[config.mk]
export PLATFORM = sky130hd
export DESIGN_NAME = ivs_ram
export DESIGN_NICKNAME = d
export VERILOG_FILES = /design/src/rtl/ivs_ram.sv
export SDC_FILE = /design/constraint.sdc
export NUM_CORES = 2
export LEC_CHECK = 0
export BUFFER_PORTS_ARGS = -buffer_cell sky130_fd_sc_hd__buf_2
export CAP_MARGIN = 40
export CORE_MARGIN = 2
export CORE_UTILIZATION = 50
export DETAILED_ROUTE_END_ITERATION = 10
export PLACE_DENSITY = 0.66
export SLEW_MARGIN = 20
export SYNTH_ARGS = -nofsm -noshare
export SYNTH_HDL_FRONTEND = slang
export SYNTH_SLANG_ARGS = --single-unit
[constraint.sdc]
create_clock -name i_clk -period 6.4 [get_ports i_clk]
set_input_delay 0 -clock i_clk [delete_from_list [all_inputs] [get_ports i_clk]]
set_output_delay 0 -clock i_clk [all_outputs]
set_load 0.1 [all_outputs]
[src/rtl/ivs_ram.sv]
// Generic single-port-write, single-port-read RAM with registered read data.
// Read during write at the same address returns the old contents.
`timescale 1ns / 1ps

module ivs_ram #(
    parameter int WIDTH = 32,
    parameter int DEPTH = 64,
    parameter int AW    = (DEPTH > 1) ? $clog2(DEPTH) : 1
) (
    input  logic             i_clk,
    input  logic             i_we,
    input  logic [AW-1:0]    i_waddr,
    input  logic [WIDTH-1:0] i_wdata,
    input  logic             i_re,
    input  logic [AW-1:0]    i_raddr,
    output logic [WIDTH-1:0] o_rdata
);

    logic [WIDTH-1:0] r_mem [DEPTH];
    logic [WIDTH-1:0] r_rdata;

    always_ff @(posedge i_clk) begin
        if (i_we) begin
            r_mem[i_waddr] <= i_wdata;
        end
        if (i_re) begin
            r_rdata <= r_mem[i_raddr];
        end
    end

    assign o_rdata = r_rdata;

endmodule

After elaboration in Yosys (flattened, before gate mapping)
Memories as Yosys holds them, arrays and structs flattened. A register that Yosys moved wholly into a read port is not among the register bits.
Index checks and enable logic that the tools add are counted.
{ "totals": {"register_bits": 0, "ramBits": 2048, "in_bits": 47, "elab_cells": 3, "mem_count": 1} }
{ "op_classes": {"mux": 2} }
{ "mem_list": {"columns": ["memory", "words", "word_bits", "rd", "rd_ports_with_merged_regs", "write_ports", "line_no", "rtl"], "rows": [
  ["r_mem", 64, 32, 1, 1, 1, "19", "logic [WIDTH-1:0] r_mem [DEPTH];"]
]} }
{ "ops": {"columns": ["op", "n"], "rows": [
  ["$mux W1", 2]
]} }

Logic depth before layout (Yosys ltp)
{ "logic_depth": {"depth_word": 2, "mapped_depth": 10, "depth_no_buf": 5} }

Worst setup path after synthesis
Ideal clock, no wire load.
{ "synth_timing": {"kind": "input -> register", "from": "in i_waddr[3]", "to": "mem r_mem[48][0], enable pin", "t_arrival_ps": 2699, "setup_slack_ps": 3240, "path_stages": 4, "n_path_buf": 1, "cell_sequence": "clkbuf_1 -> nor2b_1 -> nand4b_1 -> nor3_1"} }
{ "synth_lines": {"columns": ["item", "line_no", "rtl"], "rows": [
  ["start: declaration", "12", "input logic [AW-1:0] i_waddr,"],
  ["end: declaration", "19", null]
]} }
No word-level cell before the write port.

==> impl_metrics.csv <==
group,metric,value,unit
sta,timing.final.ws_setup,3.25,ns
placed_design,dp.cells,5420,
die,dieArea,0.161,mm2
setup_path,path_max_fanout,47,
finish,nNetsFinal,3661,
pwr,powerDensity,317,mW/mm2
yosys,synth.cell_area,0.0788,mm2
sta,period_minus_slack,3.15,ns
die,start_util,50.4,%
yosys,yosysMostFrequentCell,"edfxtp_1",
sta,slew_viol_final,0,
setup_path,cp-end-kind,"flip-flop",
die,rows,145,
die,die_y,401,um
setup_path,path_class,"primary input to flip-flop",
clocking,cts_root_buf,"clkbuf_16",
yosys,synth-seq-cells,2080,
hold_path,hold_class,"primary input to flip-flop",
drt,ant_nets,0,
yosys,yosysTopAreaCellShare,79.2,%
sta,skew,0.0438,ns
sta,tns,0,ns
finish,drive_above_1_share,29.3,%
yosys,ys_warn_count,0,
yosys,postSynthAreaPerCell,23.7,um2
die,num_io_pins,79,
yosys,yosysSeqAreaShare,79.2,%
global_route,grt_overflow,0,
sta,final-hold-violation-count,0,
setup_path,required,6.95,ns
die,fp.dieW,401,um
pwr,power_leakage,27.9,nW
flow_run,maxCapViolCount,0,
yosys,yosysTopAreaCell,"edfxtp_1",
status,status,"completed",
finish,syn_to_final_growth,13.7,%
pwr,clock_power_share,41.1,%
clocking,cts_setup_buffers,0,
finish,seqCellArea,0.0625,mm2
clocking,clk_pin_slew,0.06,ns
finish,final_cell_count_no_fill,5845,
clocking,ctsResizeCount,0,
pwr,total_power,28.4,mW
setup_path,cp.arrival,3.70,ns
drt,first_iter_violations,5627,
global_route,grt_pass1_wl,284000,um
drt,drt_pass1_iterations,5,
yosys,ys.flop_type,"edfxtp_1",
drt,drc,0,
yosys,synth.area.top_cells,"edfxtp_1 (79%), mux4_2 (16%), mux2i_1 (1.2%)",
drt,via_count,37700,
clocking,cts.sinks,2080,
finish,multi_input_area,0.0160,mm2
pwr,pwr-share-comb,5.5,%
drt,wl_per_cell,34.5,um
placed_design,dp_hpwl,107000,um
global_route,grt_usage,25.1,%
clocking,cts_buffers,201,
clocking,postCtsHoldBufs,46,
sta,fin_crit_sh,49.2,%
placed_design,place.gp.congestion,0.788,
sta,setup_viol,0,
finish,fillers,11100,
pwr,sw_frac_of_total,21.6,%
pwr,p_seq_share,53.4,%
pwr,vdd_drop_max,0.249,mV
pwr,p_sw,6.13,mW
yosys,synth_cells,3324,
yosys,synth_edf_count,2080,
clocking,clockBufferDepth,3,
sta,grt_setup_unrepaired,"false",
drt,wl,202000,um
global_route,grt_max_degree,89,
pwr,p_int,22.3,mW
sta,worst_pin_slew,0.928,ns
global_route,antenna_found_initial,20,
yosys,synth.distinct_cells,33,
yosys,synth_fp_nets,3371,
placed_design,dp_slack,2.60,ns
die,core,0.156,mm2
drt,vias_per_cell,6.44,
setup_path,startpoint_type,"primary input",
placed_design,portBuffers,78,
sta,max_slew_margin,38.1,%
sta,max_freq,318,MHz
global_route,grt_pass1_vias,37400,
yosys,synth_common_cells,"edfxtp_1 (2080), mux4_2 (544), nor2_1 (137)",
clocking,clk_latency,0.84,ns
clocking,htreeDepth,4,
yosys,async_flop_share,0,%
clocking,cts_tree,"done",
metrics by stage:
| stage | utilization (%) | hold slack, ns | area [um2] |
|---|---|---|---|
| global placement | 52.8 | 0.580 | 82500 |
| CTS | 57.3 | 0.108 | 89600 |
| finish | 57.3 | 0.141 | 89700 |
| global route | 57.3 | 0.192 | 89700 |
| detailed placement | 52.9 | 0.496 | 82700 |
| floorplan | - | 0.0989 | 78800 |
path summary, 6_finish.rpt:
check / startpoint / slack [ns] / cells past startpoint / to
worst min register to register: r_mem[12][17] / 0.82 / 4 / o_rdata[17]
worst max-delay path: i_raddr[3] / 3.25 / 7 / o_rdata[7]
worst min-delay path: i_raddr[2] / 0.14 / 5 / o_rdata[30]
worst max register to register: r_mem[31][21] / 3.94 / 4 / o_rdata[21]
cell type report:
| class | instances | area share, % |
|---|---|---|
| clock inverters | 120 | 1.26 |
| flip-flops and latches | 2080 | 69.7 |
| repair buffers | 269 | 2.45 |
| well taps | 2058 | 2.87 |
| multi-input cells | 1062 | 17.8 |
| diodes | 5 | 0.0140 |
| clock buffers | 251 | 5.94 |
power by group through the flow:
stage | Sequential, mW | Combinational [mW] | Clock [mW]
after floorplan | 15.6 | 0.734 | 0
after global placement | 15.5 | 1.51 | 0
after CTS | 15.2 | 1.57 | 11.8
after global routing | 15.2 | 1.64 | 12.3
after detailed placement | 15.5 | 1.54 | 0
final | 15.2 | 1.56 | 11.7
state kept, by name, indices dropped and copies added (netlist names):
name,cells
o_rdata,32
r_mem,2048
cells in the final DEF, fill, tap and decap left out, types with 5 or more instances in the layout:
cell type      instances
edfxtp_1            2080
mux4_2               544
clkbuf_16            206
buf_4                126
mux2i_1               93
o22ai_1               84
nor2_1                75
buf_2                 74
a21oi_1               62
nor2_4                62
clkinv_1              53
dlygate4sd3_1         46
clkbuf_1              45
clkinv_2              33
o221ai_1              27
nand2_1               26
bufinv_16             18
buf_12                16
nor2b_1               14
a22oi_1               12
nand2b_1               8
a311oi_1               8
buf_8                  6
diode_2                5
nand3b_1               5
nor3_1                 5
nand3_1                5
layer usage:
layer | GRT usage, % | vias to the layer above | routed length [um]
li1 | - | 14900 | -
met1 | 37.1 | 20300 | 80400
met2 | 39.0 | 2132 | 95500
met3 | 5.33 | 256 | 21700
met4 | 5.77 | 14 | 4080
met5 | 0 | - | 85
worst max-delay path: stages:
cell           delay (ns)
dlygate4sd3_1        0.54
buf_6                0.43
buf_4                0.69
nor2b_2              0.74
a21oi_1              0.42
a21oi_1              0.62
nor2_1               0.09
logic make-up after synthesis:
kind of cell / after synthesis / synth area share (%)
buffers and inverters: 182 / 1.12
AOI/OAI and AO/OA: 202 / 1.67
muxes: 637 / 16.7
DFF: 2080 / 79.2
and+or+nand+nor: 223 / 1.26
No activity file was read; power rests on OpenSTA's default activity.
