## src/rtl/ivs_pkg.sv

```systemverilog
// Shared constants, register indexes and types for the integral volume stream.
// No dependencies; integral_volume_stream and ivs_pos refer to it by scoped names.
`timescale 1ns / 1ps

package ivs_pkg;

    localparam int MAX_X  = 64;
    localparam int MAX_Y  = 64;
    localparam int MAX_Z  = 1024;

    localparam int X_W    = (MAX_X > 1) ? $clog2(MAX_X) : 1;
    localparam int Y_W    = (MAX_Y > 1) ? $clog2(MAX_Y) : 1;
    localparam int Z_W    = (MAX_Z > 1) ? $clog2(MAX_Z) : 1;
    // plane store address is {y, x}
    localparam int CELL_W = X_W + Y_W;

    localparam int DATA_W = 32;
    localparam int SX_W   = 7;
    localparam int SY_W   = 7;
    localparam int SZ_W   = 11;
    localparam int CFG_W  = 11;
    localparam int IDX_W  = 2;

    localparam logic [IDX_W-1:0] REG_SIZE_X = 2'd0;
    localparam logic [IDX_W-1:0] REG_SIZE_Y = 2'd1;
    localparam logic [IDX_W-1:0] REG_SIZE_Z = 2'd2;

    // position of the word being accepted, and its edge flags
    typedef struct packed {
        logic [X_W-1:0]    x;
        logic [CELL_W-1:0] plane_addr;
        logic              first_x;
        logic              first_y;
        logic              first_z;
        logic              last;
    } t_pos;

    // size register value -> last index, zero acting as one, overflow as the maximum
    function automatic logic [CFG_W-1:0] clamp_last(input logic [CFG_W-1:0] v,
                                                    input int unsigned      maxv);
        logic [CFG_W-1:0] r;
        if (v == '0)
            r = '0;
        else if (v > CFG_W'(maxv))
            r = CFG_W'(maxv - 1);
        else
            r = v - CFG_W'(1);
        return r;
    endfunction

endpackage

```

## src/rtl/ivs_pos.sv

```systemverilog
// Size registers and raster position counters (x, y, z and plane store address).
// Depends on ivs_pkg.
`timescale 1ns / 1ps

module ivs_pos (
    input  logic                      i_clk,
    input  logic                      i_rst_n,
    input  logic                      i_cfg_we,
    input  logic [ivs_pkg::IDX_W-1:0] i_cfg_idx,
    input  logic [ivs_pkg::CFG_W-1:0] i_cfg_data,
    input  logic                      i_advance,
    output ivs_pkg::t_pos             o_pos
);

    logic [ivs_pkg::X_W-1:0]    r_last_x, n_last_x;
    logic [ivs_pkg::Y_W-1:0]    r_last_y, n_last_y;
    logic [ivs_pkg::Z_W-1:0]    r_last_z, n_last_z;
    logic [ivs_pkg::X_W-1:0]    r_x, n_x;
    logic [ivs_pkg::Y_W-1:0]    r_y, n_y;
    logic [ivs_pkg::Z_W-1:0]    r_z, n_z;

    logic [ivs_pkg::CFG_W-1:0]  cl_x, cl_y, cl_z;
    logic                       end_x, end_y, end_z;

    assign cl_x = ivs_pkg::clamp_last(
        ivs_pkg::CFG_W'(i_cfg_data[ivs_pkg::SX_W-1:0]), ivs_pkg::MAX_X);
    assign cl_y = ivs_pkg::clamp_last(
        ivs_pkg::CFG_W'(i_cfg_data[ivs_pkg::SY_W-1:0]), ivs_pkg::MAX_Y);
    assign cl_z = ivs_pkg::clamp_last(
        ivs_pkg::CFG_W'(i_cfg_data[ivs_pkg::SZ_W-1:0]), ivs_pkg::MAX_Z);

    assign end_x = (r_x == r_last_x);
    assign end_y = (r_y == r_last_y);
    assign end_z = (r_z == r_last_z);

    always_comb begin
        n_last_x = r_last_x;
        n_last_y = r_last_y;
        n_last_z = r_last_z;
        n_x      = r_x;
        n_y      = r_y;
        n_z      = r_z;
        if (i_cfg_we) begin
            case (i_cfg_idx)
                ivs_pkg::REG_SIZE_X: n_last_x = cl_x[ivs_pkg::X_W-1:0];
                ivs_pkg::REG_SIZE_Y: n_last_y = cl_y[ivs_pkg::Y_W-1:0];
                ivs_pkg::REG_SIZE_Z: n_last_z = cl_z[ivs_pkg::Z_W-1:0];
                default: ;
            endcase
            // a listed register restarts the volume
            if (i_cfg_idx == ivs_pkg::REG_SIZE_X || i_cfg_idx == ivs_pkg::REG_SIZE_Y ||
                i_cfg_idx == ivs_pkg::REG_SIZE_Z) begin
                n_x = '0;
                n_y = '0;
                n_z = '0;
            end
        end else if (i_advance) begin
            if (!end_x) begin
                n_x = r_x + ivs_pkg::X_W'(1);
            end else begin
                n_x = '0;
                if (!end_y) begin
                    n_y = r_y + ivs_pkg::Y_W'(1);
                end else begin
                    n_y = '0;
                    n_z = end_z ? '0 : r_z + ivs_pkg::Z_W'(1);
                end
            end
        end
    end

    always_ff @(posedge i_clk) begin
        if (!i_rst_n) begin
            r_last_x <= ivs_pkg::X_W'(ivs_pkg::MAX_X - 1);
            r_last_y <= ivs_pkg::Y_W'(ivs_pkg::MAX_Y - 1);
            r_last_z <= '0;
            r_x      <= '0;
            r_y      <= '0;
            r_z      <= '0;
        end else begin
            r_last_x <= n_last_x;
            r_last_y <= n_last_y;
            r_last_z <= n_last_z;
            r_x      <= n_x;
            r_y      <= n_y;
            r_z      <= n_z;
        end
    end

    assign o_pos.x          = r_x;
    assign o_pos.plane_addr = {r_y, r_x};
    assign o_pos.first_x    = (r_x == '0);
    assign o_pos.first_y    = (r_y == '0);
    assign o_pos.first_z    = (r_z == '0);
    assign o_pos.last       = end_x && end_y && end_z;

endmodule
```

## config.mk

```make
export PLATFORM = sky130hd
export DESIGN_NAME = ivs_pos
export DESIGN_NICKNAME = d
export VERILOG_FILES = /design/src/rtl/ivs_pkg.sv /design/src/rtl/ivs_pos.sv
export SDC_FILE = /design/constraint.sdc
export NUM_CORES = 1
export LEC_CHECK = 0
export ABC_AREA = 1
export BUFFER_PORTS_ARGS = -buffer_cell sky130_fd_sc_hd__buf_2
export CAP_MARGIN = 20
export CORE_AREA = 2 2 101 103
export DETAILED_ROUTE_END_ITERATION = 10
export DIE_AREA = 0 0 103 105
export PLACE_DENSITY = 0.43
export SYNTH_ARGS = -nofsm -noshare
export SYNTH_HDL_FRONTEND = slang
export SYNTH_SLANG_ARGS = --single-unit
export TNS_END_PERCENT = 10
```

## constraint.sdc

```tcl
create_clock -name i_clk -period 1.82 [get_ports i_clk]
set_input_delay 0.091 -clock i_clk [delete_from_list [all_inputs] [get_ports i_clk]]
set_output_delay 0.091 -clock i_clk [all_outputs]
set_load 0.01 [all_outputs]
```

; ---- After elaboration in Yosys (flattened, before gate mapping)
; Index checks and enable logic that the tools add are counted.
[word_totals]
regBits = 44
latch_bits = 0
ram_bits = 0
romBits = 0
memories = 0
[op_classes]
addsub = 5
n_mul = 0
n_div = 0
magnitude_cmp = 2
eq_ne = 6
n_shift = 0
muxes = 18
n_bitwise = 0
reduce_logical = 19
[ops]
columns = op, count
row1 = 2-to-1 mux 10 bit, 8
row2 = 2-to-1 mux 6 bit, 10
row3 = "adder 6 x 1 -> 6 bit, second input constant", 2
row4 = == test 6 bit, 2
row5 = logical NOT 6 bit, 2
row6 = "greater-than comparator 11 bit, second input constant", 1
row7 = logical NOT 11 bit, 1
row8 = "adder 10 x 1 -> 10 bit, second input constant", 1
row9 = == test 10 bit, 1
row10 = logical NOT 10 bit, 1
row11 = "subtractor 10 x 1 -> 10 bit, second input constant", 1
row12 = AND reduction 2 bit, 4
row13 = "greater-than comparator 7 bit, second input constant", 1
row14 = logical NOT 7 bit, 1
row15 = nonzero test 2 bit, 3
row16 = "subtractor 6 x 1 -> 6 bit, second input constant", 1
row17 = AND reduction 4 bit, 1
row18 = AND reduction 3 bit, 1
row19 = "== test 2 x 1 -> 1 bit, second input constant", 1
row20 = "== test 2 bit, second input constant", 1
row21 = logical AND 1 bit, 2
row22 = logical NOT 2 bit, 1
row23 = logical OR 1 bit, 2
row24 = "inequality test 2 x 1 -> 1 bit, second input constant", 1

; ---- Longest topological paths before layout
[logic_depth]
word_depth = 6
mapped_depth = 12
depth_no_buf = 12

; ---- Worst setup path before layout
; No wires, ideal clock.
[synth_timing]
path_kind = reg-to-reg
from = register r_y[4] (netlist name)
to = register r_z[1] (netlist name)
arrival_time_ps = 1405
required_ps = 1752
setup_slack_ps = 347
path_stages_with_launch = 12
path_buffers = 1
cell_sequence = dfxtp_1 > inv_1 > nand2_1 > nand2_1 > nor2_1 > nand3_4 > nand2_4 > inv_2 > nor2_8 > buf_8 > nand2_2 > a21oi_2
[synth_via]
elab_chain_cells = 3
[synth_rtl]
columns = item, line_no
row1 = "start, declared", ivs_pos.sv:19  ; logic [ivs_pkg::Y_W-1:0] r_y, n_y;
row2 = "start signal, assigned", ivs_pos.sv:85  ; r_y <= n_y;
row3 = == test 6 bit, ivs_pos.sv:33  ; assign end_y = (r_y == r_last_y);
row4 = nonzero test 2 bit (no source line), --
row5 = AND reduction 4 bit (no source line), --
row6 = "end signal, assigned", ivs_pos.sv:86  ; r_z <= n_z;
row7 = "end, declared", ivs_pos.sv:20  ; logic [ivs_pkg::Z_W-1:0] r_z, n_z;
; Every way passes these cells.
; A chain may end at the register's enable or synchronous reset.

; ---- Final worst setup path
[layout_timing]
from = register r_x[1] (netlist name)
to = register r_z[7] (netlist name)
[layout_via]
elab_chain_cells = 3
[layout_rtl]
columns = item, line_no
row1 = "start, declared", ivs_pos.sv:18  ; logic [ivs_pkg::X_W-1:0] r_x, n_x;
row2 = "start signal, assigned", ivs_pos.sv:84  ; r_x <= n_x;
row3 = == test 6 bit, ivs_pos.sv:32  ; assign end_x = (r_x == r_last_x);
row4 = nonzero test 2 bit (no source line), --
row5 = AND reduction 4 bit (no source line), --
; Every way passes these cells.

==> results by group <==
Die
  • Boundary Pins: 39
  • Core outline area: ~9600 sq um
  • Row cnt: 36
  • Die Area: 10800 sq um
  • Initial core utilization: slightly below 30%
  • Die X: 103 um
  • Die H: 105 um

Critical path
  • Crit path kind: reg2reg
  • R2r endpoint: r_z[7]
  • Family with the most delay on the worst path: simple AND/OR/NAND/NOR gates
  • WP data arrival: 1.94 ns
  • RR Startpoint: r_x[1]
  • Crit start category: register
  • R2r setup slk: roughly 0.12 ns
  • Worst reg-to-reg path cell count: 10
  • CP max stage delay: roughly 0.44 ns
  • Worst Path Required: 2.06 ns
  • Critical path capture point type: register
  • Worst path slowest cell: dfxtp_1
  • Critical Path Fanout Max: 9
  • WP buf/inv: 1
  • Critical path, cell by cell: inv_2 > nand2_1 > nand2_1 > nor2_1 > nand3_2 > nand2_2 > nand2_4 > nor2_4 > a21oi_1 > nor2_1

Hold path
  • Worst-case hold path end point: r_last_z[0]
  • Hold depth: 4
  • Worst hold path type: in2reg
  • Worst min-delay path startpoint: i_cfg_data[0]

GRT
  • Initial antenna violation count: 0
  • Grt ovf: 0
  • GR Util met1: 19.2%
  • Vias in the first global route: 2644
  • Met3 global-route usage: 2.47%
  • Met2 usage: 25.1%
  • Most used routing layer: met2
  • First-pass GRT wire length: between 10000 and 15000 um
  • Pin count of the biggest net entering global routing: 22
  • Total track usage: between 10 and 15%

Final layout
  • Final Net Count: 523
  • Area Growth Syn to Fin: 18.3%
  • Most frequent cells in the layout: nand2_1 (159), inv_1 (47), nor2_1 (43), buf_2 (38)
  • Finished Layout Cells: between 600 and 700
  • ANT cells: 0
  • Layout cell share with drive strength beyond 1: 22.4%
  • Most common cell after layout, fill and taps aside: nand2_1
  • Design Area, Final: roughly 3300 sq um

Logic synthesis
  • Asr flop ratio synth: 0%
  • Sequential fraction of the synthesis area: 31.2%
  • Post-Synthesis Cell Area: 2820 sq um
  • Top_reg_cell synth: dfxtp_1
  • Share of the synthesized area in the top cell type: between 30% and 40%
  • Ys Warns: 0
  • Seq cells post-synth: between 40 and 50
  • Biggest area consumer among synthesized cells: dfxtp_1
  • Synth cell types: 33
  • Mapped Nets: 480
  • Synthesized instance count: 456
  • Syn_area_per_cell: 6.19 sq um
  • Post-synth EDFFs: 0
  • Top cells by area, synth: dfxtp_1 (31%), nand2_1 (21%), inv_1 (6.4%), nor2_1 (6.1%), a21oi_1 (5.1%)

Drt
  • Wire per inst: 12.1 um
  • Initial DRC count: between 100 and 150
  • Final WL: between 7000 and 8000 um
  • Vias per cell: 4.45
  • Via count: 2815
  • DR DRC count: 0
  • First drt pass iteration count: 4
  • DRT antenna net count: 0

Power and ir drop
  • Sw power: 606 uW
  • Power Dens Cells: 609 nW/um^2
  • Net Sw Frac: 29.8%
  • Clock power share: 31.8%
  • Leak pwr: 1.57 nW
  • Max VDD drop: between 0.0002 and 0.00025 V
  • Logic pwr share: 18.4%
  • Part of the power in registers: about half
  • Internal power: 1.43 mW

STA
  • Setup-failing EPs final: 0
  • Min Hold Slack: 0.102 ns
  • Slew HR: a little under half
  • Final Max Tran Viols: 0
  • Final critical-path required period: 1.70 ns
  • Final setup skew: 0.00886 ns
  • Final hold vios: 0
  • Least-Margin Pin Slew: 0.783 ns
  • Final period utilization: 93.7%
  • Fmax: 587 MHz

Clock tree
  • Clock buffer depth: 2
  • Clock transition at path regs: 0.09 ns
  • CTS sink cnt: 44
  • CTS Buf Count: 5
  • CTS tree: yes
  • Hold_buf cts: 0
  • Htree depth: 2
  • Worst-skew pair later-pin latency: 0.30 ns
  • Clock root buffer: clkbuf_8

Placement
  • Placed inst area: 3170 sq um
  • Routability congestion estimate from global placement: 0.773
  • Placed cells: 623
  • Post-DP HPWL: 5890 um
  • Port Buffers: 38

Run status
  • Outcome: complete, no violations

Run
  • Total of max-cap violations: 0
-- how the worst max path moves through the flow --
stage	startpoint	to	slack, ns	depth (start not counted)
5_1_grt	r_x[1]	r_z[9]	-0.01	10
3_3_place_gp	r_z[5]	o_pos[0]	0.02	9
2_1_floorplan	r_y[4]	r_z[1]	0.35	11
4_1_cts	r_y[1]	o_pos[0]	0.004	8
3_5_place_dp	r_z[5]	o_pos[0]	0.09	9
6_report	r_x[1]	r_z[7]	0.12	10
-- worst register-to-register path: cells and delay by family, from the launching register on --
kind | cells | cell delay (ns)
buffers and inverters | 1 | 0.07
AO/OA/AOI/OAI | 1 | 0.11
flip-flops | 1 | 0.44
AND/OR/NAND/NOR | 8 | 1.03
-- area by class of cell --
cell class | instances | area (sq um)
fillers | 1142 | 6300
multi-input cells | 335 | 1660
flip-flops and latches | 44 | 910
repair buffers | 49 | 273
inverters | 64 | 240
well taps | 133 | 166
clock buffers | 8 | 90.1
-- kinds of logic (layout without fill, tap and decap cells) --
family	count (synthesis)	in the layout	share of synthesized area, %
compound gates	60	60	12.3
fa+ha+maj	7	7	3.10
buf+inv	78	121	11.7
flops	44	44	31.2
xor+xnor	8	8	2.48
simple gates	259	260	39.3
-- power by group through the flow --
stage | Clock, mW | Combinational (mW) | Sequential, mW
detailed placement | 0 | 0.355 | 1.04
floorplan | 0 | 0.243 | 1.04
CTS | 0.684 | 0.363 | 1.02
global route | 0.717 | 0.425 | 1.02
global placement | 0 | 0.357 | 1.04
finish | 0.646 | 0.374 | 1.01
-- sequential cells by signal (all words and copies together), names as in the netlist --
register,count
r_y,6
r_x,6
r_z,10
r_last_z,10
r_last_y,6
r_last_x,6
-- stage by stage --
step / power [mW] / util, % / worst slack (ns) / setup TNS (ns)
floorplan: 1.29 / - / 0.347 / 0
global placement: 1.40 / 32.8 / 0.0165 / 0
detailed placement: 1.40 / 32.8 / 0.0917 / 0
CTS: 2.07 / 34.0 / 0.00431 / 0
global route: 2.16 / 34.6 / -0.0127 / -0.0394
finish: 2.03 / 34.6 / 0.115 / 0
-- metal layers --
layer	vias to the layer above	part of all wire [%]	routed length (um)
met1	1269	49	3780
met4	0	0.93	71
met2	29	47	3610
li1	1511	-	-
met3	6	2.7	204
met5	-	0	0
-- what timing repair did --
action | CTS | global route
setup buffers | 0 | 1
cloned | 0 | 1
pin swaps | 0 | 4
endpoints found under the setup margin | 1 | 5
resized for setup | 9 | 20
-- cell usage after synthesis, types with 5 or more instances --
master    number
nand3_1       26
nor2_1        46
inv_2         16
inv_1         48
xor2_1         6
dfxtp_1       44
ha_1           7
buf_4          6
nand2_1      160
nand4_1        6
a21oi_1       29
o211ai_1       6
o21ai_0       13
nor3_1         6
nand2_2        5
Note: power is estimated with default switching activity, not from simulation.
